===== config.mk =====
export PLATFORM = sky130hd
export DESIGN_NAME = cwb_divider
export DESIGN_NICKNAME = d
export VERILOG_FILES = /design/src/rtl/cwb_pkg.sv /design/src/rtl/cwb_divider.sv
export SDC_FILE = /design/constraint.sdc
export NUM_CORES = 2
export LEC_CHECK = 0
export BUFFER_PORTS_ARGS = -buffer_cell sky130_fd_sc_hd__buf_2
export CAP_MARGIN = 10
export CORE_MARGIN = 2
export CORE_UTILIZATION = 47
export DETAILED_ROUTE_END_ITERATION = 8
export PLACE_DENSITY = 0.72
export SYNTH_ARGS = -nofsm -noshare
export SYNTH_HDL_FRONTEND = slang
export SYNTH_SLANG_ARGS = --single-unit

===== constraint.sdc =====
create_clock -name clk -period 20.2 [get_ports clk]
set_input_delay 3.03 -clock clk [delete_from_list [all_inputs] [get_ports clk]]
set_output_delay 3.03 -clock clk [all_outputs]
set_load 0.01 [all_outputs]

===== src/rtl/cwb_pkg.sv =====
// Shared types, constants and the quarter-wave sine table for the beamformer.
package cwb_pkg;

    localparam int NUM_LANES    = 4;
    localparam int MAX_LOG2_FFT = 12;
    localparam int MIN_LOG2_FFT = 4;
    localparam int TW_FULL      = 1 << MAX_LOG2_FFT;
    localparam int TW_QUART     = TW_FULL / 4;
    localparam int TW_ADDR_W    = $clog2(TW_QUART + 1);
    localparam int TW_W         = 15;
    localparam int MAG_SUM_W    = 18;
    localparam int POW_W        = 38;
    localparam int QUO_W        = 18;

    // angle step is pi/2 per quarter, i.e. PI_Q30 * j / (2 * TW_QUART)
    localparam int ANGLE_SHIFT  = MAX_LOG2_FFT - 1;

    localparam logic [QUO_W-1:0] OUT_MAX = {QUO_W{1'b1}};

    localparam longint unsigned PI_Q30 = 64'd3373259426;

    // configuration register indexes
    localparam int CFG_IDX_W = 1;
    localparam logic [CFG_IDX_W-1:0] REG_LOG2_FFT = 1'b0;
    localparam logic [CFG_IDX_W-1:0] REG_CHANNELS = 1'b1;

    localparam logic [3:0] LOG2_FFT_RESET = 4'd9;
    localparam logic [2:0] CHANNELS_RESET = 3'd4;

    typedef logic [TW_W-1:0] sin_tab_t [0:TW_QUART];

    typedef struct packed {
        logic        [11:0] bin_index;
        logic signed [15:0] mic0_real;
        logic signed [15:0] mic0_imag;
        logic signed [15:0] mic1_real;
        logic signed [15:0] mic1_imag;
        logic signed [15:0] mic2_real;
        logic signed [15:0] mic2_imag;
        logic signed [15:0] mic3_real;
        logic signed [15:0] mic3_imag;
        logic signed [11:0] delay_mic1;
        logic signed [11:0] delay_mic2;
        logic signed [11:0] delay_mic3;
    } in_beat_t;

    typedef struct packed {
        logic [11:0] bin_out;
        logic [17:0] weighted_magnitude;
    } out_beat_t;

    // shift-subtract long division, used only while building the table
    function automatic longint unsigned udiv64(longint unsigned num,
                                               longint unsigned den);
        longint unsigned rem;
        longint unsigned quo;
        int              i;
        rem = '0;
        quo = '0;
        for (i = 63; i >= 0; i--)
        begin
            rem = {rem[62:0], num[i]};
            if (rem >= den)
            begin
                rem    = rem - den;
                quo[i] = 1'b1;
            end
        end
        return quo;
    endfunction

    // sin(pi/2 * j / quarter) in Q15, integer Taylor series in Q2.30
    function automatic sin_tab_t build_sin_tab();
        sin_tab_t          t;
        longint unsigned   x;
        longint unsigned   x2;
        longint unsigned   term;
        longint unsigned   q;
        longint            acc;
        int                j;
        int                n;
        for (j = 0; j <= TW_QUART; j++)
        begin
            x    = (PI_Q30 * longint'(j)) >> ANGLE_SHIFT;
            x2   = (x * x) >> 30;
            term = x;
            acc  = longint'(x);
            for (n = 1; n <= 8; n++)
            begin
                term = udiv64((term * x2) >> 30, longint'((2 * n) * (2 * n + 1)));
                if ((n & 1) == 1)
                    acc = acc - longint'(term);
                else
                    acc = acc + longint'(term);
            end
            if (acc < 0)
                acc = 0;
            q = (longint'(acc) + 64'd16384) >> 15;
            if (q > 64'd32767)
                q = 64'd32767;
            t[j] = q[TW_W-1:0];
        end
        return t;
    endfunction

endpackage


===== src/rtl/cwb_divider.sv =====
// Pipelined restoring divide of beam power by magnitude sum, saturating.
module cwb_divider (
    input  logic                          clk,
    input  logic                          rst_n,
    input  logic                          en,
    input  logic                          in_valid,
    input  logic [cwb_pkg::POW_W-1:0]     power,
    input  logic [cwb_pkg::MAG_SUM_W-1:0] mag_sum,
    input  logic [11:0]                   bin,
    output logic                          out_valid,
    output cwb_pkg::out_beat_t            out_data
);

    localparam int STEPS    = 3;
    localparam int NSTAGE   = cwb_pkg::QUO_W / STEPS;

    logic                          vld_reg  [0:NSTAGE];
    logic [cwb_pkg::POW_W-1:0]     rem_reg  [0:NSTAGE];
    logic [cwb_pkg::QUO_W-1:0]     quo_reg  [0:NSTAGE];
    logic [cwb_pkg::MAG_SUM_W-1:0] den_reg  [0:NSTAGE];
    logic                          zero_reg [0:NSTAGE];
    logic                          sat_reg  [0:NSTAGE];
    logic [11:0]                   bin_reg  [0:NSTAGE];

    logic [cwb_pkg::POW_W-1:0]     rem_next [1:NSTAGE];
    logic [cwb_pkg::QUO_W-1:0]     quo_next [1:NSTAGE];

    logic [cwb_pkg::POW_W-1:0]     den_top;

    assign den_top = cwb_pkg::POW_W'(mag_sum) << cwb_pkg::QUO_W;

    always_comb
    begin
        logic [cwb_pkg::POW_W-1:0] rem;
        logic [cwb_pkg::QUO_W-1:0] quo;
        logic [cwb_pkg::POW_W-1:0] dsh;
        for (int s = 1; s <= NSTAGE; s++)
        begin
            rem = rem_reg[s-1];
            quo = quo_reg[s-1];
            for (int t = 0; t < STEPS; t++)
            begin
                dsh = cwb_pkg::POW_W'(den_reg[s-1])
                      << (cwb_pkg::QUO_W - 1 - (STEPS * (s - 1) + t));
                if (rem >= dsh)
                begin
                    rem = rem - dsh;
                    quo[cwb_pkg::QUO_W - 1 - (STEPS * (s - 1) + t)] = 1'b1;
                end
            end
            rem_next[s] = rem;
            quo_next[s] = quo;
        end
    end

    always_ff @(posedge clk or negedge rst_n)
    begin
        if (!rst_n)
        begin
            for (int s = 0; s <= NSTAGE; s++)
                vld_reg[s] <= 1'b0;
        end
        else if (en)
        begin
            vld_reg[0] <= in_valid;
            for (int s = 1; s <= NSTAGE; s++)
                vld_reg[s] <= vld_reg[s-1];
        end
    end

    always_ff @(posedge clk)
    begin
        if (en)
        begin
            rem_reg[0]  <= power;
            quo_reg[0]  <= '0;
            den_reg[0]  <= mag_sum;
            zero_reg[0] <= (mag_sum == '0);
            sat_reg[0]  <= (power >= den_top);
            bin_reg[0]  <= bin;
            for (int s = 1; s <= NSTAGE; s++)
            begin
                rem_reg[s]  <= rem_next[s];
                quo_reg[s]  <= quo_next[s];
                den_reg[s]  <= den_reg[s-1];
                zero_reg[s] <= zero_reg[s-1];
                sat_reg[s]  <= sat_reg[s-1];
                bin_reg[s]  <= bin_reg[s-1];
            end
        end
    end

    assign out_valid        = vld_reg[NSTAGE];
    assign out_data.bin_out = bin_reg[NSTAGE];
    assign out_data.weighted_magnitude =
        zero_reg[NSTAGE] ? '0 : (sat_reg[NSTAGE] ? cwb_pkg::OUT_MAX : quo_reg[NSTAGE]);

endmodule


# Yosys cells after proc, flatten, opt, wreduce, memory -nomap -nowiden
# Memories as Yosys holds them, arrays and structs flattened.
# Index checks and enable logic that the tools add are counted.
[word_totals]
mem_bits_rw = 616
register_bits = 7
n_memories = 6
out_inout_bits = 31
[op_classes]
magnitude_cmp = 19
reduce_logical = 1
n_addsub = 18
n_mux = 40
[memory_table]
columns = ["memory", "depth", "width", "read_ports", "rd_clocked_by_memory_dff", "write_ports", "line_no", "rtl"]
rows = [
  ["rem_reg", 7, 38, 6, 0, 7, "cwb_divider.sv:18", "logic [cwb_pkg::POW_W-1:0] rem_reg [0:NSTAGE];"],
  ["den_reg", 7, 18, 6, 0, 7, "cwb_divider.sv:20", "logic [cwb_pkg::MAG_SUM_W-1:0] den_reg [0:NSTAGE];"],
  ["quo_reg", 7, 18, 7, 0, 7, "cwb_divider.sv:19", "logic [cwb_pkg::QUO_W-1:0] quo_reg [0:NSTAGE];"],
  ["bin_reg", 7, 12, 7, 0, 7, "cwb_divider.sv:23", "logic [11:0] bin_reg [0:NSTAGE];"],
  ["sat_reg", 7, 1, 7, 0, 7, "cwb_divider.sv:22", "logic sat_reg [0:NSTAGE];"],
  ["zero_reg", 7, 1, 7, 0, 7, "cwb_divider.sv:21", "logic zero_reg [0:NSTAGE];"],
]
[ops]
columns = ["cell", "count"]
rows = [
  ["38-bit two-way mux", 18],
  ["38-bit by 18-bit >= comparator with 1-bit output", 1],
  ["38-bit by 19-bit >= comparator with 1-bit output", 1],
  ["38-bit by 20-bit >= comparator with 1-bit output", 1],
  ["38-bit by 21-bit >= comparator with 1-bit output", 1],
  ["38-bit by 22-bit >= comparator with 1-bit output", 1],
  ["38-bit by 23-bit >= comparator with 1-bit output", 1],
  ["38-bit by 24-bit >= comparator with 1-bit output", 1],
  ["38-bit by 25-bit >= comparator with 1-bit output", 1],
  ["38-bit by 26-bit >= comparator with 1-bit output", 1],
  ["38-bit by 27-bit >= comparator with 1-bit output", 1],
  ["38-bit by 28-bit >= comparator with 1-bit output", 1],
  ["38-bit by 29-bit >= comparator with 1-bit output", 1],
  ["38-bit by 30-bit >= comparator with 1-bit output", 1],
  ["38-bit by 31-bit >= comparator with 1-bit output", 1],
  ["38-bit by 32-bit >= comparator with 1-bit output", 1],
  ["38-bit by 33-bit >= comparator with 1-bit output", 1],
  ["38-bit by 34-bit >= comparator with 1-bit output", 1],
  ["38-bit by 35-bit >= comparator with 1-bit output", 1],
  ["38-bit by 36-bit >= comparator with 1-bit output", 1],
  ["38-bit by 18-bit subtractor with 38-bit output", 1],
  ["38-bit by 19-bit subtractor with 38-bit output", 1],
  ["38-bit by 20-bit subtractor with 38-bit output", 1],
  ["38-bit by 21-bit subtractor with 38-bit output", 1],
  ["other kinds (17)", 37],
]

# Logic depth before layout (Yosys ltp)
# An unclocked memory read counts as a cell.
[depth]
word_depth = 7
mapped_depth = 47

# Worst setup path before layout
# No wires, ideal clock.
[synth_timing]
path_type = "reg-to-reg"
start = "memory den_reg[0][1] (netlist bit)"
end = "memory rem_reg[1][17] (netlist bit) (data pin)"
stages_incl_launch_ff = 46
setup_ns = 0.270
path_slack_ns = 10.376
period_less_slack_ns = 9.824
arrival_time_ns = 9.554
t_required_ns = 19.930
path_buffers = 6
cell_sequence = "edfxtp_1 inv_1 ha_1 nor2b_1 o21ai_0 a21boi_0 o21ai_0 a21oi_1 a21oi_1 nor2_1 a31o_2 clkbuf_1 clkbuf_1 mux2_2 ha_1 a21o_1 a21oi_1 o21bai_1 [10 not listed] a21oi_1 inv_1 ha_1 nor2b_1 o21ai_0 a21boi_0 o21ai_0 a21boi_0 o21bai_1 a31oi_1 nand4_1 a41oi_1 o31a_1 or2_2 nor4_1 clkbuf_1 clkbuf_1 o21ai_0"
[synth_rtl]
columns = ["item", "line_no"]
rows = [
  ["start, declared", "cwb_divider.sv:20"],
  ["end, declared", "cwb_divider.sv:18"],
]

==> summary.txt <==
Worst setup EP type = flip-flop
Clock sink count = 504
Worst-Skew Late Latency = 0.63 ns
Met3 Use GR = 2.473%
Prevailing post-synth register cell = edfxtp_1
Final Skew = 0.03402 ns
Port buffer count = 102
Largest register FFs = 228
CTS tree = yes
CTS buffer count = 52
Syn_nets = 4760
First-pass GRT wire length = 166.6 mm
Layout net count = 4826
Worst Tran Pin Value = 1.133 ns
Worst hold path stage count = 0
Largest net degree at the start of global routing = 199
Yosys reg bits = 504
Vias in the first global route = 31.15k
Via count = 33.19k
Final hold viol count = 0
DRT Wirelength = 106.1 mm
Tmin final = 11.61 ns
CP endpoint = rem_reg[3][21]
Routed vias/inst = 5.948
Core area = 84880 µm²
Slew HR = 23.74%
Initial Utilization = 47.29%
Post-CTS Setup Repair Bufs = 0
RSZ-0062 raised after global routing = no
FMAX = 86.12 MHz
Register area = 15100 µm²
CTS root buf = clkbuf_16
Syn Std Cell Area = 40140 µm²
Violation count after the first detailed-route iteration = 2656
DRC viols = 0
Critical Path Max Stage Delay = 0.87 ns
Flop2flop setup slack = 8.59 ns
GRT Max-Usage Layer = met2
GP Congestion = 0.9671
Clock-pin slew on the worst setup and hold paths = 0.06 ns
WP data arrival = 11.96 ns
GRT Util Overall = 23.74%
M1 GR Usage = 31.34%
RR Startpoint = den_reg[2][1]
Critical-path cell with the highest stage delay = nor4_2
Max Buffers Root-to-Sink = 3
Status = finished, final reports clean
H-Tree Depth = 2
Crit Path Category = reg2reg
Setup TNS Final = 0 ns
Initial antenna violation count = 2
R2r worst-path depth = 39
Critical Path RT = 20.55 ns
Crit path top cell by count = o21ai_0
Critical Path Start = den_reg[2][1]
Hold-fix buffers, CTS = 0
Met2 global-route usage = 40.57%
Post-Layout Cell Count = 5581
Area Growth Syn to Fin = 8.482%
Placed cell count = 5485
Number of inserted diodes = 0
Hold Path Class = reg2reg
Ys Warns = 0
Unique masters post-synth = 103
Max Transition Viols Final = 0
FFs w/ async S/R, synth = 1.389%
Post-synth EDFFs = 497
Detail Placement HPWL = 83.41 mm
Antenna viol nets, final = 0
I/O pin cnt = 103
Crit-path max FO = 38
Rows = 107
Final Setup Violations = 0
Resized cells post-CTS = 0
Critical R2R Capture = rem_reg[3][21]
Nature of the critical path startpoint = flip-flop
Filler cells = 7841
Die height = 296.2 µm
Layout cells sized above 1 = 8.362%
First-pass DRT Iterations = 5
Multi-input logic area = 23620 µm²
Fin crit share = 57.48%
Max Cap Viol = 0
Seq/Total Area, Yosys = 37.62%
Remaining Overflow, GRT = 0
Die area = 87760 µm²
WL/cell = 19.02 µm
Die X = 296.2 µm
Mapped Cells = 4329
Synthesized area per cell = 9.272 µm²
[cells in the mapped netlist, drive strengths merged, types with 78 or more instances]
cell    count  area share (%)
nor3      108             1.4
clkbuf     87            0.81
nand3      92             1.1
mux2       85             2.4
o21ai     270             3.4
inv       262             2.5
nor2      428             4.0
xnor2     200             4.4
a21o      129             2.4
edfxtp    497              37
xor2      118             2.6
nand4      78             1.2
ha        342              11
nand2     336             3.1
a21oi     364             4.5
[metrics by stage]
stage	hold WS, ns	util [%]	worst slack (ns)	cell area [µm²]
6_report	0.3994	51.30	8.588	43540
2_1_floorplan	0.4003	-	10.38	40140
4_1_cts	0.4066	51.30	8.778	43540
5_1_grt	0.4090	51.30	7.240	43540
3_3_place_gp	0.4004	49.29	9.155	41840
3_5_place_dp	0.4045	49.29	8.804	41840
[worst max-delay path, delay by kind of cell, from the launching register on]
family / cells / cell delay [ns]
adders and majority gates: 3 / 1.10
muxes: 1 / 0.42
buffers and inverters: 5 / 1.29
AOI/OAI and AO/OA: 21 / 5.59
DFF: 1 / 0.42
and+or+nand+nor: 9 / 2.53
[cells by family after synthesis]
family	count (synthesis)	synth area share, %
compound gates	1238	19.94
xor+xnor	318	6.939
fa+ha+maj	359	11.51
buf+inv	375	3.557
flops	504	37.62
mux	101	2.793
simple gates	1434	17.64
[cell type report]
class | instances | area share [%]
sequential | 504 | 34.68
multi-input combinational | 3450 | 54.25
clock buffer | 56 | 3.023
clock inverter | 40 | 0.8908
timing repair buffer | 124 | 1.603
tap | 1144 | 3.287
inverter | 263 | 2.267
[how the worst min path moves through the flow]
stage,from,slack [ns],endpoint
final,quo_reg[5][9],0.40,quo_reg[6][9]
after global placement,bin_reg[1][2],0.40,bin_reg[2][2]
after floorplan,bin_reg[0][0],0.40,bin_reg[1][0]
after detailed placement,bin_reg[1][10],0.40,bin_reg[2][10]
after CTS,bin_reg[4][0],0.41,bin_reg[5][0]
after global routing,quo_reg[5][9],0.41,quo_reg[6][9]
[routing by layer]
layer,wire [µm],up-vias
li1,-,16320
met1,46500,15720
met2,50510,960
met3,5724,200
met4,3411,0
met5,0,-
[cells in the final DEF, fill, tap and decap left out, drive strengths merged, types with 118 or more instances in the layout]
cell type	n
xor2	118
nand2	336
inv	267
a21o	129
o21ai	270
nor2	428
a21oi	364
buf	124
xnor2	200
ha	342
edfxtp	497
Power is not shown: default switching activity piles up to over one toggle a cycle in this logic, so the estimate is an artifact.
