<file path="config.mk">
export PLATFORM = sky130hd
export DESIGN_NAME = cwb_isqrt
export DESIGN_NICKNAME = d
export VERILOG_FILES = /design/src/rtl/cwb_isqrt.sv
export SDC_FILE = /design/constraint.sdc
export NUM_CORES = 1
export LEC_CHECK = 0
export ABC_AREA = 0
export BUFFER_PORTS_ARGS = -buffer_cell sky130_fd_sc_hd__buf_2
export CORE_AREA = 2 2 225 271
export CTS_BUF_LIST = sky130_fd_sc_hd__clkbuf_4 sky130_fd_sc_hd__clkbuf_8 sky130_fd_sc_hd__clkbuf_16
export DETAILED_ROUTE_END_ITERATION = 6
export DIE_AREA = 0 0 227 273
export PLACE_DENSITY = 0.48
export SYNTH_ARGS = -nofsm -noshare
export SYNTH_HDL_FRONTEND = slang
export SYNTH_SLANG_ARGS = --single-unit
</file>
<file path="constraint.sdc">
create_clock -name clk -period 13 [get_ports clk]
set_input_delay 3.9 -clock clk [delete_from_list [all_inputs] [get_ports clk]]
set_output_delay 3.9 -clock clk [all_outputs]
set_load 0.05 [all_outputs]
</file>
<file path="src/rtl/cwb_isqrt.sv">
// Four-stage rounded integer square root, four digit steps per stage.
module cwb_isqrt (
    input  logic        clk,
    input  logic        en,
    input  logic [31:0] radicand,
    output logic [15:0] root
);

    logic [31:0] v_reg [0:2];
    logic [31:0] r_reg [0:2];
    logic [31:0] v_next [0:2];
    logic [31:0] r_next [0:2];
    logic [15:0] root_reg;
    logic [15:0] root_next;

    always_comb
    begin
        logic [31:0] v;
        logic [31:0] r;
        logic [31:0] b;
        for (int s = 0; s < 4; s++)
        begin
            if (s == 0)
            begin
                v = radicand;
                r = 32'd0;
            end
            else
            begin
                v = v_reg[s-1];
                r = r_reg[s-1];
            end
            for (int t = 0; t < 4; t++)
            begin
                b = 32'd1 << (30 - 2 * (4 * s + t));
                if (v >= r + b)
                begin
                    v = v - (r + b);
                    r = (r >> 1) + b;
                end
                else
                    r = r >> 1;
            end
            if (s < 3)
            begin
                v_next[s] = v;
                r_next[s] = r;
            end
        end
        root_next = (v > r) ? 16'(r + 32'd1) : r[15:0];
    end

    always_ff @(posedge clk)
    begin
        if (en)
        begin
            for (int s = 0; s < 3; s++)
            begin
                v_reg[s] <= v_next[s];
                r_reg[s] <= r_next[s];
            end
            root_reg <= root_next;
        end
    end

    assign root = root_reg;

endmodule

</file>
Word level (Yosys, flattened, before mapping)

Memories as Yosys holds them, arrays and structs flattened.
Index checks and enable logic that the tools add are counted.

Bits in registers: 16
Bits in writable memories: 192
Bits of input ports: 34
Word-level logic and storage cells: 102
Memories: 2

Add/sub/neg operators: 47
$lt $le $gt $ge: 17
Mux-type cells: 35

Memory list:

| memory | words | bits a word | rd ports | clocked after Yosys merged registers in | wr ports | RTL line | source |
|---|---|---|---|---|---|---|---|
| r_reg  | 3     | 32          | 3        | 0                                       | 3        | 10       | `logic [31:0] r_reg [0:2];` |
| v_reg  | 3     | 32          | 3        | 0                                       | 3        | 9        | `logic [31:0] v_reg [0:2];` |

Operators by type and width:

| cell                   | count |
|---|---|
| $mux 32                | 31 |
| $ge 32x32->1           | 15 |
| $sub 32x32->32         | 15 |
| $add 31x1->32 const B  | 1 |
| $add 31x11->32 const B | 1 |
| $add 31x13->32 const B | 1 |
| $add 31x15->32 const B | 1 |
| $add 31x17->32 const B | 1 |
| $add 31x19->32 const B | 1 |
| $add 31x21->32 const B | 1 |
| $add 31x23->32 const B | 1 |
| $add 31x25->32 const B | 1 |
| $add 31x27->32 const B | 1 |
| $add 31x29->32 const B | 1 |
| $add 31x3->32 const B  | 1 |
| $add 31x5->32 const B  | 1 |
| $add 31x7->32 const B  | 1 |
| $add 31x9->32 const B  | 1 |
| $add 32x1->32 const B  | 1 |
| $add 32x11->32 const B | 1 |
| $add 32x13->32 const B | 1 |
| $add 32x15->32 const B | 1 |
| $add 32x17->32 const B | 1 |
| $add 32x19->32 const B | 1 |
| 16 further kinds       | 17 |

Logic depth before layout (Yosys ltp)

Gate-level depths: netlist (run 1).

Depth in word-level cells: 14
Mapped depth: 79
Mapped depth without buffers: 68

Worst setup path before layout (run 1)

OpenSTA, ideal clock, no wires.

Path type: register -> register
Start: mem r_reg[2][18] (netlist: r_reg[0][82])
End: reg root_reg[0] (netlist: root[0]) (data pin)
Library setup time: 0.270 ns
Arrival: 13.145 ns
Path slack: -0.415 ns
Stages on the path, launching flop included: 74
Clock period less this slack: 13.415 ns
Path through: edfxtp_1 inv_1 ha_1 buf_2 and4_4 a21o_1 nor3_2 nand3_1 inv_1 clkbuf_1 o21ai_0 ha_1 nand3_1 nor3_1 nand2_1 a2111o_1 o2111a_1 nand3_1 [... 38 more ...] nor2b_1 o21ai_0 nand2b_1 a21oi_1 nor2b_1 o21ai_0 nand2b_1 a21oi_1 nor2b_1 o21ai_0 nand2_1 a21o_1 a21oi_1 o2111ai_1 nor4_1 nand4_4 buf_6 xor2_1

RTL lines:

| item                 | RTL line | source |
|---|---|---|
| start, declared      | 10       |  |
| end signal, assigned | 62       | `root_reg <= root_next;` |
| end, declared        | 13       | `logic [15:0] root_reg;` |

==> flow_metrics.py, run 1 <==
metrics = {
    "logic_synthesis": {
        "syn-num-nets": 2383,
        "synth_edf_count": 136,
        "synth_commonest_cells": "a21oi_1, nor2_1, nand2_1",
        "syn_area_mm2": 0.0176,
        "synth_cells": 2170,
        "yosysTopAreaCellShare_pct": 23.2,
        "async_flop_share_pct": 0,
        "synth.largest_area_cell": "edfxtp_1",
        "synth_top_family_by_area": "simple AND/OR/NAND/NOR gates",
        "avgSynthCellArea_um2": 8.10,
        "synth.area.mux_share_pct": 1.89,
        "synth-seq-cells": 136,
        "synth-compound-area-share_pct": 23.8,
        "ys_seq_area_share_pct": 23.2,
        "synth_ff_type": "edfxtp_1",
        "synth-xor-area-share_pct": 10.4,
        "yosys.area_share.simple_pct": 23.9,
        "synth_fa_ha_area_share_pct": 12.7,
        "synth.area.top_cells": "edfxtp_1, ha_1, xnor2_1",
        "yosysUniqueCellTypes": 104,
        "yosysMostFrequentCell": "a21oi_1",
        "yosysWarnings": 0,
    },
    "final_layout": {
        "regArea_mm2": 0.00408,
        "nets": 2571,
        "antenna_cells": 0,
        "drive_gt1_share_pct": 16.1,
        "multi_input_area_mm2": 0.0130,
        "largest_register_ffs": 96,
        "area_growth_pct": 18.2,
        "fillCellCount": 6347,
    },
    "worst_hold_path": {
        "holdPathEnd": "v_reg[0][34]",
        "holdCritPathClass": "reg -> reg",
        "min_from": "v_reg[0][2]",
        "hold_depth": 0,
    },
    "setup_path": {
        "arrival_ns": 12.33,
        "required_ns": 13.20,
        "start_kind": "register",
        "worstReg2RegStart": "v_reg[0][73]",
        "crit_fanout": 17,
        "reg2reg_to": "root[7]",
        "slowest_stage": "edfxtp_1",
        "reg2reg_slack_ns": 0.86,
        "slowest_delay_ns": 0.44,
        "path_common_cell": "nand2_1",
        "cp-end-kind": "register",
        "rr_worst_depth": 60,
        "criticalPathCategory": "reg -> reg",
    },
    "timing": {
        "fmax_mhz": 82.4,
        "slew_violations": 0,
        "setup_viol": 0,
        "finalCriticalPeriod_ns": 12.14,
        "holdWs_ns": 0.445,
        "finalCritPeriodShare_pct": 93.4,
        "tightest_slew_ns": 0.950,
        "relSlewSlack_pct": 36.1,
        "finalHoldViolCount": 0,
        "fin_skew_ns": 0.0158,
    },
    "floorplanning": {
        "core_mm2": 0.0593,
        "io_pins": 50,
        "initial_core_util_pct": 29.6,
        "rows": 98,
        "die_area_mm2": 0.0620,
        "fp.dieW_um": 227,
        "die_height_um": 273,
    },
    "global_route": {
        "track_usage_pct": 19.0,
        "grt_max_degree": 71,
        "grt_antenna_before_repair": 0,
        "grt-ovfl-total": 0,
        "grt_pass1_vias": 16709,
        "grt_pass1_wl_um": 91700,
    },
    "place": {
        "place_hpwl_um": 49600,
        "port_buffers": 49,
        "place.gp.congestion": 0.953,
    },
    "routing": {
        "drc": 0,
        "dr.pass1.iters": 5,
        "viasPerCell": 5.36,
        "drt-initial-drc-count": 827,
        "vias": 17007,
        "ant_nets": 0,
        "wl_um": 59800,
        "routedWlPerCell_um": 18.9,
    },
    "clock_tree": {
        "htreeDepth": 4,
        "clock_latency_ns": 0.45,
        "cts_root_buffer": "clkbuf_16",
        "cts.hold.buffers_added": 0,
        "cts_tree": "built",
        "clk_path_buf_depth": 2,
        "clkSlewWorstSetupHoldPaths_ns": 0.07,
        "cts_buffers": 17,
        "cts_sinks": 136,
    },
    "run": {
        "max-cap-violations": 0,
    },
    "run_status": {
        "outcome": "completed",
    },
}
-- placed cells by master, fill, tap and decap left out, types with 56 or more instances in the layout --
master	count
nor3_1	65
xnor2_1	138
xor2_1	69
nand4_1	56
nor2_1	181
buf_4	168
o21ai_0	89
a21oi_1	190
ha_1	167
inv_1	120
nand2_1	184
a21o_1	65
edfxtp_1	136
-- timing repair --
action | 4_1_cts | 5_1_grt
endpoints found under the setup margin | 16 | 16
buffers inserted | 1 | 19
pin swaps | 1 | 13
gates resized for setup | 3 | 55
gates cloned | 0 | 2
-- how the worst max path moves through the flow --
stage / from / end / slack (ns) / cells after the start
6_report: v_reg[0][73] / root[7] / 0.86 / 60
5_1_grt: r_reg[0][79] / root[7] / -0.008 / 68
4_1_cts: r_reg[0][81] / root[7] / 0.01 / 65
3_5_place_dp: r_reg[0][81] / root[7] / -0.47 / 59
3_3_place_gp: r_reg[0][81] / root[7] / -0.30 / 59
2_1_floorplan: r_reg[0][82] / root[0] / 0.04 / 76
-- critical path: cells and delay by family, from the launching register on --
kind	cells	cell delay, ns
AOI/OAI and AO/OA	20	3.78
xor gates and xnor gates	1	0.07
adders and majority gates	5	1.68
buffers and inverters	8	1.31
DFF	1	0.44
muxes	1	0.35
and+or+nand+nor	25	4.24
-- cell families after synthesis --
logic type | count (synthesis)
flip-flops | 136
buffers and inverters | 182
adder cells (fa/ha/maj) | 179
XOR/XNOR | 208
AO/OA/AOI/OAI | 627
AND/OR/NAND/NOR | 807
multiplexers | 31
-- metrics by stage --
step / setup slack [ns] / cells / setup TNS, ns / cell area, um^2 / utilization [%]
2_1_floorplan: 0.0394 / 2170 / 0 / 17600 / -
3_3_place_gp: -0.302 / 3117 / -3.75 / 19800 / 33.3
3_5_place_dp: -0.472 / 3117 / -6.73 / 19800 / 33.3
4_1_cts: 0.0124 / 3150 / 0 / 20400 / 34.4
5_1_grt: -0.00822 / 3171 / -0.00822 / 20800 / 35.0
6_report: 0.864 / 3171 / 0 / 20800 / 35.0
-- cell type report --
cell class / count / share of cell area, %
timing repair buffer: 223 / 7.67
tap: 800 / 4.82
inverter: 126 / 2.32
clock buffer: 17 / 2.05
clock inverter: 15 / 0.879
sequential: 136 / 19.6
multi-input combinational: 1854 / 62.6
-- per-layer routing --
metal	track usage (%)	share of wire, %	up-vias	routed length, um
met1	20.6	40	7990	23900
li1	-	-	8518	-
met3	1.73	2.5	113	1470
met4	7.88	4.1	0	2420
met2	37.1	54	386	32000
met5	0	0	-	0
Power of run 1 is left out: the tool's default activity adds up to more than one toggle a clock period on the data nets, which glitch-free logic cannot reach.
==> run 2, diff against run 1 <==
--- a/config.mk
+++ b/config.mk
@@ -7,10 +7,10 @@
 export LEC_CHECK = 0
 export ABC_AREA = 0
 export BUFFER_PORTS_ARGS = -buffer_cell sky130_fd_sc_hd__buf_2
-export CORE_AREA = 2 2 225 271
+export CORE_AREA = 2 2 187 326
 export CTS_BUF_LIST = sky130_fd_sc_hd__clkbuf_4 sky130_fd_sc_hd__clkbuf_8 sky130_fd_sc_hd__clkbuf_16
 export DETAILED_ROUTE_END_ITERATION = 6
-export DIE_AREA = 0 0 227 273
+export DIE_AREA = 0 0 189 328
 export PLACE_DENSITY = 0.48
 export SYNTH_ARGS = -nofsm -noshare
 export SYNTH_HDL_FRONTEND = slang
==> run 2 against run 1 <==
Clock skew hardly changed. Clock-buffer cell count did not move. Critical path depth is 6 higher. Routed wire length is 9.0% higher. Maximum frequency is 2.2% lower. Non-clock buffer count increased by 30. Sequential share of layout area down 0.39 points.
==> flow_metrics.py, run 2 (synthesized netlist as in run 1, its figures left out) <==
metrics = {
    "routing": {
        "ant_nets": 0,
        "wl_um": 65200,
        "vias": 17474,
        "dr.pass1.iters": 6,
        "viasPerCell": 5.49,
        "routedWlPerCell_um": 20.5,
        "drt-initial-drc-count": 873,
        "drc": 0,
    },
    "setup_path": {
        "start_kind": "register",
        "required_ns": 13.22,
        "crit_fanout": 23,
        "cp_top_family": "compound AO/OA/AOI/OAI gates",
        "criticalPathCategory": "reg -> reg",
        "crit_buf_inv": 9,
        "cp-end-kind": "register",
        "slowest_stage": "edfxtp_1",
        "arrival_ns": 12.63,
        "slowest_delay_ns": 0.40,
        "path_common_cell": "a21oi_1",
    },
    "clock_tree": {
        "cts_buffers": 17,
        "clkSlewWorstSetupHoldPaths_ns": 0.08,
        "clk_path_buf_depth": 2,
        "clock_latency_ns": 0.46,
        "cts_sinks": 136,
        "cts_tree": "built",
        "htreeDepth": 4,
        "cts_root_buffer": "clkbuf_16",
    },
    "floorplanning": {
        "die_area_mm2": 0.0620,
        "io_pins": 50,
        "initial_core_util_pct": 29.7,
        "fp.dieW_um": 189,
        "die_height_um": 328,
        "core_mm2": 0.0592,
        "rows": 118,
    },
    "final_layout": {
        "final_common_cell": "buf_4",
        "final_area_mm2": 0.0212,
        "largest_register_ffs": 96,
        "area_growth_pct": 20.6,
        "nets": 2601,
        "layout_common_cells": "buf_4, a21oi_1, nand2_1, nor2_1, ha_1",
        "antenna_cells": 0,
        "drive_gt1_share_pct": 18.0,
        "layout.cells.non_filler": 3181,
    },
    "global_route": {
        "track_usage_pct": 20.7,
        "grt_max_degree": 78,
        "grt-ovfl-total": 0,
        "grt_antenna_before_repair": 0,
        "busiest_layer": "met2",
        "grt_pass1_vias": 18041,
        "grt_pass1_wl_um": 98600,
        "use_met1_pct": 17.0,
        "grtUsageMet3_pct": 1.83,
        "grt_use_met2_pct": 43.2,
    },
    "timing": {
        "finalCritPeriodShare_pct": 95.5,
        "finalHoldViolCount": 0,
        "setup_viol": 0,
        "finalCriticalPeriod_ns": 12.41,
        "slew_violations": 0,
        "fmax_mhz": 80.6,
        "tightest_slew_ns": 0.956,
        "relSlewSlack_pct": 36.3,
        "fin_skew_ns": 0.0163,
    },
    "run": {
        "max-cap-violations": 0,
    },
    "place": {
        "place_hpwl_um": 54100,
        "place.gp.congestion": 0.940,
        "place_area_mm2": 0.0199,
        "placedCellCount": 3118,
        "port_buffers": 49,
    },
    "run_status": {
        "outcome": "completed",
    },
    "worst_hold_path": {
        "holdCritPathClass": "reg -> reg",
    },
}
-- run 2: what timing repair did --
item / 4_1_cts / 5_1_grt
resized for setup: 7 / 77
hold buffers: 0 / 0
cloned: 0 / 4
endpoints found under the setup margin: 16 / 16
setup buffers: 1 / 26
pin swaps: 1 / 26
-- run 2: layer usage --
layer	wire (um)	vias to the layer above
met5	0	-
met4	5850	0
met3	1340	228
met2	37300	438
met1	20700	8243
li1	-	8565
-- run 2: final cells by class --
| cell class | instances | area, um^2 |
|---|---|---|
| clock buffer | 17 | 425 |
| clock inverter | 15 | 203 |
| fill | 6099 | 38000 |
| inverter | 126 | 479 |
| multi-input combinational | 1853 | 13200 |
| sequential | 136 | 4080 |
| tap | 780 | 976 |
| timing repair buffer | 253 | 1880 |
| timing repair inverter | 1 | 7.51 |
-- run 2: worst paths after layout --
path / end / cells past startpoint / start / slack, ns
hold / removal: v_reg[0][37] / 0 / v_reg[0][5] / 0.45
setup reg to reg: root[7] / 66 / r_reg[0][81] / 0.59
setup / recovery: root[7] / 66 / r_reg[0][81] / 0.59
hold reg to reg: v_reg[0][37] / 0 / v_reg[0][5] / 0.45
-- run 2: through the flow --
step	setup slack [ns]	hold slack, ns	setup TNS [ns]	util (%)
finish	0.587	0.447	0	35.8
global route	-0.0851	0.466	-0.725	35.8
CTS	0.00229	0.447	0	34.8
detailed placement	-0.504	0.436	-7.31	33.7
global placement	-0.504	0.434	-7.47	33.7
floorplan	0.0394	0.426	0	-
Power of run 2 is left out for the same reason.
==> run 3, diff against run 2 <==
--- a/config.mk
+++ b/config.mk
@@ -11,7 +11,6 @@
 export CTS_BUF_LIST = sky130_fd_sc_hd__clkbuf_4 sky130_fd_sc_hd__clkbuf_8 sky130_fd_sc_hd__clkbuf_16
 export DETAILED_ROUTE_END_ITERATION = 6
 export DIE_AREA = 0 0 189 328
-export PLACE_DENSITY = 0.48
 export SYNTH_ARGS = -nofsm -noshare
 export SYNTH_HDL_FRONTEND = slang
 export SYNTH_SLANG_ARGS = --single-unit
==> run 3 against run 2 <==
Die area stayed put. Critical path type unchanged. Core utilization fell by 0.79 points. Worst setup slack gained 0.21 ns. Sequential share of layout area up 0.43 points. Clock skew increased by 0.0016 ns. Routed wire length down 4.4%. First-iteration DRC count grew 2.2%. Critical endpoint unchanged.
==> flow_metrics.py, run 3 (synthesized netlist as in run 1, its figures left out) <==
metrics = {
    "timing": {
        "finalHoldViolCount": 0,
        "fin_skew_ns": 0.0178,
        "rsz0062_at_grt": "false",
        "final.setup.worst_slack_ns": 0.799,
        "slew_violations": 0,
        "setup_viol": 0,
        "fmax_mhz": 82.0,
        "relSlewSlack_pct": 22.2,
        "tightest_slew_ns": 1.16,
        "finalCritPeriodShare_pct": 93.9,
        "totalNegativeSetupSlack_ns": 0,
        "finalCriticalPeriod_ns": 12.20,
    },
    "global_route": {
        "grt_antenna_before_repair": 0,
        "grt_max_degree": 75,
        "grt_use_met2_pct": 40.7,
        "grt-ovfl-total": 0,
        "grtUsageMet3_pct": 2.01,
        "track_usage_pct": 19.9,
        "busiest_layer": "met2",
        "use_met1_pct": 15.7,
        "grt_pass1_wl_um": 95900,
        "grt_pass1_vias": 18182,
    },
    "clock_tree": {
        "cts_buffers": 17,
        "clk_path_buf_depth": 2,
        "cts_tree": "built",
        "htreeDepth": 4,
        "cts_sinks": 136,
        "clock_latency_ns": 0.45,
        "clkSlewWorstSetupHoldPaths_ns": 0.06,
        "cts_root_buffer": "clkbuf_16",
    },
    "setup_path": {
        "crit_fanout": 20,
        "slowest_delay_ns": 0.41,
        "crit_start": "r_reg[0][81]",
        "worstReg2RegStart": "r_reg[0][81]",
        "required_ns": 13.20,
        "arrival_ns": 12.40,
        "criticalPathCategory": "reg -> reg",
        "path_common_cell": "a21o_1",
        "slowest_stage": "edfxtp_1",
        "cp-end-kind": "register",
        "start_kind": "register",
    },
    "floorplanning": {
        "rows": 118,
        "core_mm2": 0.0592,
        "fp.dieW_um": 189,
        "die_height_um": 328,
        "initial_core_util_pct": 29.7,
        "io_pins": 50,
        "die_area_mm2": 0.0620,
    },
    "place": {
        "pre_cts_ws_ns": -0.331,
        "place_hpwl_um": 51800,
        "port_buffers": 49,
        "place.gp.congestion": 0.997,
    },
    "final_layout": {
        "layout_common_cells": "a21oi_1, nand2_1, nor2_1, buf_4, ha_1",
        "drive_gt1_share_pct": 16.3,
        "nets": 2574,
        "largest_register_ffs": 96,
        "multi_input_area_mm2": 0.0130,
        "fillCellCount": 6074,
        "antenna_cells": 0,
        "area_growth_pct": 18.0,
        "final_common_cell": "a21oi_1",
        "regArea_mm2": 0.00408,
    },
    "routing": {
        "wl_um": 62300,
        "vias": 17512,
        "viasPerCell": 5.55,
        "ant_nets": 0,
        "dr.pass1.iters": 7,
        "drt-initial-drc-count": 892,
        "routedWlPerCell_um": 19.8,
        "drc": 0,
    },
    "worst_hold_path": {
        "min_from": "v_reg[0][35]",
        "holdCritPathClass": "reg -> reg",
    },
    "run": {
        "max-cap-violations": 0,
    },
    "run_status": {
        "outcome": "completed",
    },
}
run 3: cell types whose count changed in the layout (fill, tap and decap cells not counted), moves of 4 or more:
cell / change
buf_4: -23
ha_4: -12
ha_1: +8
inv_1: +5
inv_2: -5
ha_2: +4
run 3: final cells by class:
class / instances / share of cell area (%)
tap: 780 / 4.71
sequential: 136 / 19.7
clock buffer: 17 / 2.05
inverter: 126 / 2.31
timing repair buffer: 228 / 7.90
multi-input combinational: 1852 / 62.7
clock inverter: 15 / 0.664
run 3: per-layer routing:
metal	share of wire, %	vias up	routed length [um]
li1	-	8503	-
met1	31	8292	19400
met2	56	463	34900
met3	2.2	254	1340
met4	11	0	6690
met5	0	-	0
run 3: stage by stage:
stage / cells / hold slack [ns] / util (%) / area, um^2
final: 3154 / 0.449 / 35.0 / 20700
after detailed placement: 3115 / 0.438 / 33.6 / 19900
after CTS: 3147 / 0.448 / 34.6 / 20500
after floorplan: 2170 / 0.426 / - / 17600
after global routing: 3154 / 0.465 / 35.0 / 20700
after global placement: 3115 / 0.431 / 33.6 / 19900
run 3: path summary, 6_finish.rpt:
path	slack, ns	endpoint	cells past startpoint
worst max-delay path	0.80	root[7]	71
worst min-delay path	0.45	v_reg[0][67]	0
worst max register to register	0.80	root[7]	71
worst min register to register	0.45	v_reg[0][67]	0
run 3: worst max-delay path, delay by kind of cell (launching register included):
family	cells	cell delay, ns
compound gates	33	5.57
simple gates	26	3.35
fa+ha+maj	5	1.54
buf+inv	6	0.98
flops	1	0.41
xor+xnor	1	0.07
run 3: what timing repair did:
action | 4_1_cts | 5_1_grt
hold endpoints to repair | 0 | 0
pin swaps | 2 | 15
buffers inserted | 0 | 7
hold buffers | 0 | 0
endpoints found under the setup margin | 16 | 16
resized for setup | 10 | 52
Power of run 3 is left out for the same reason.
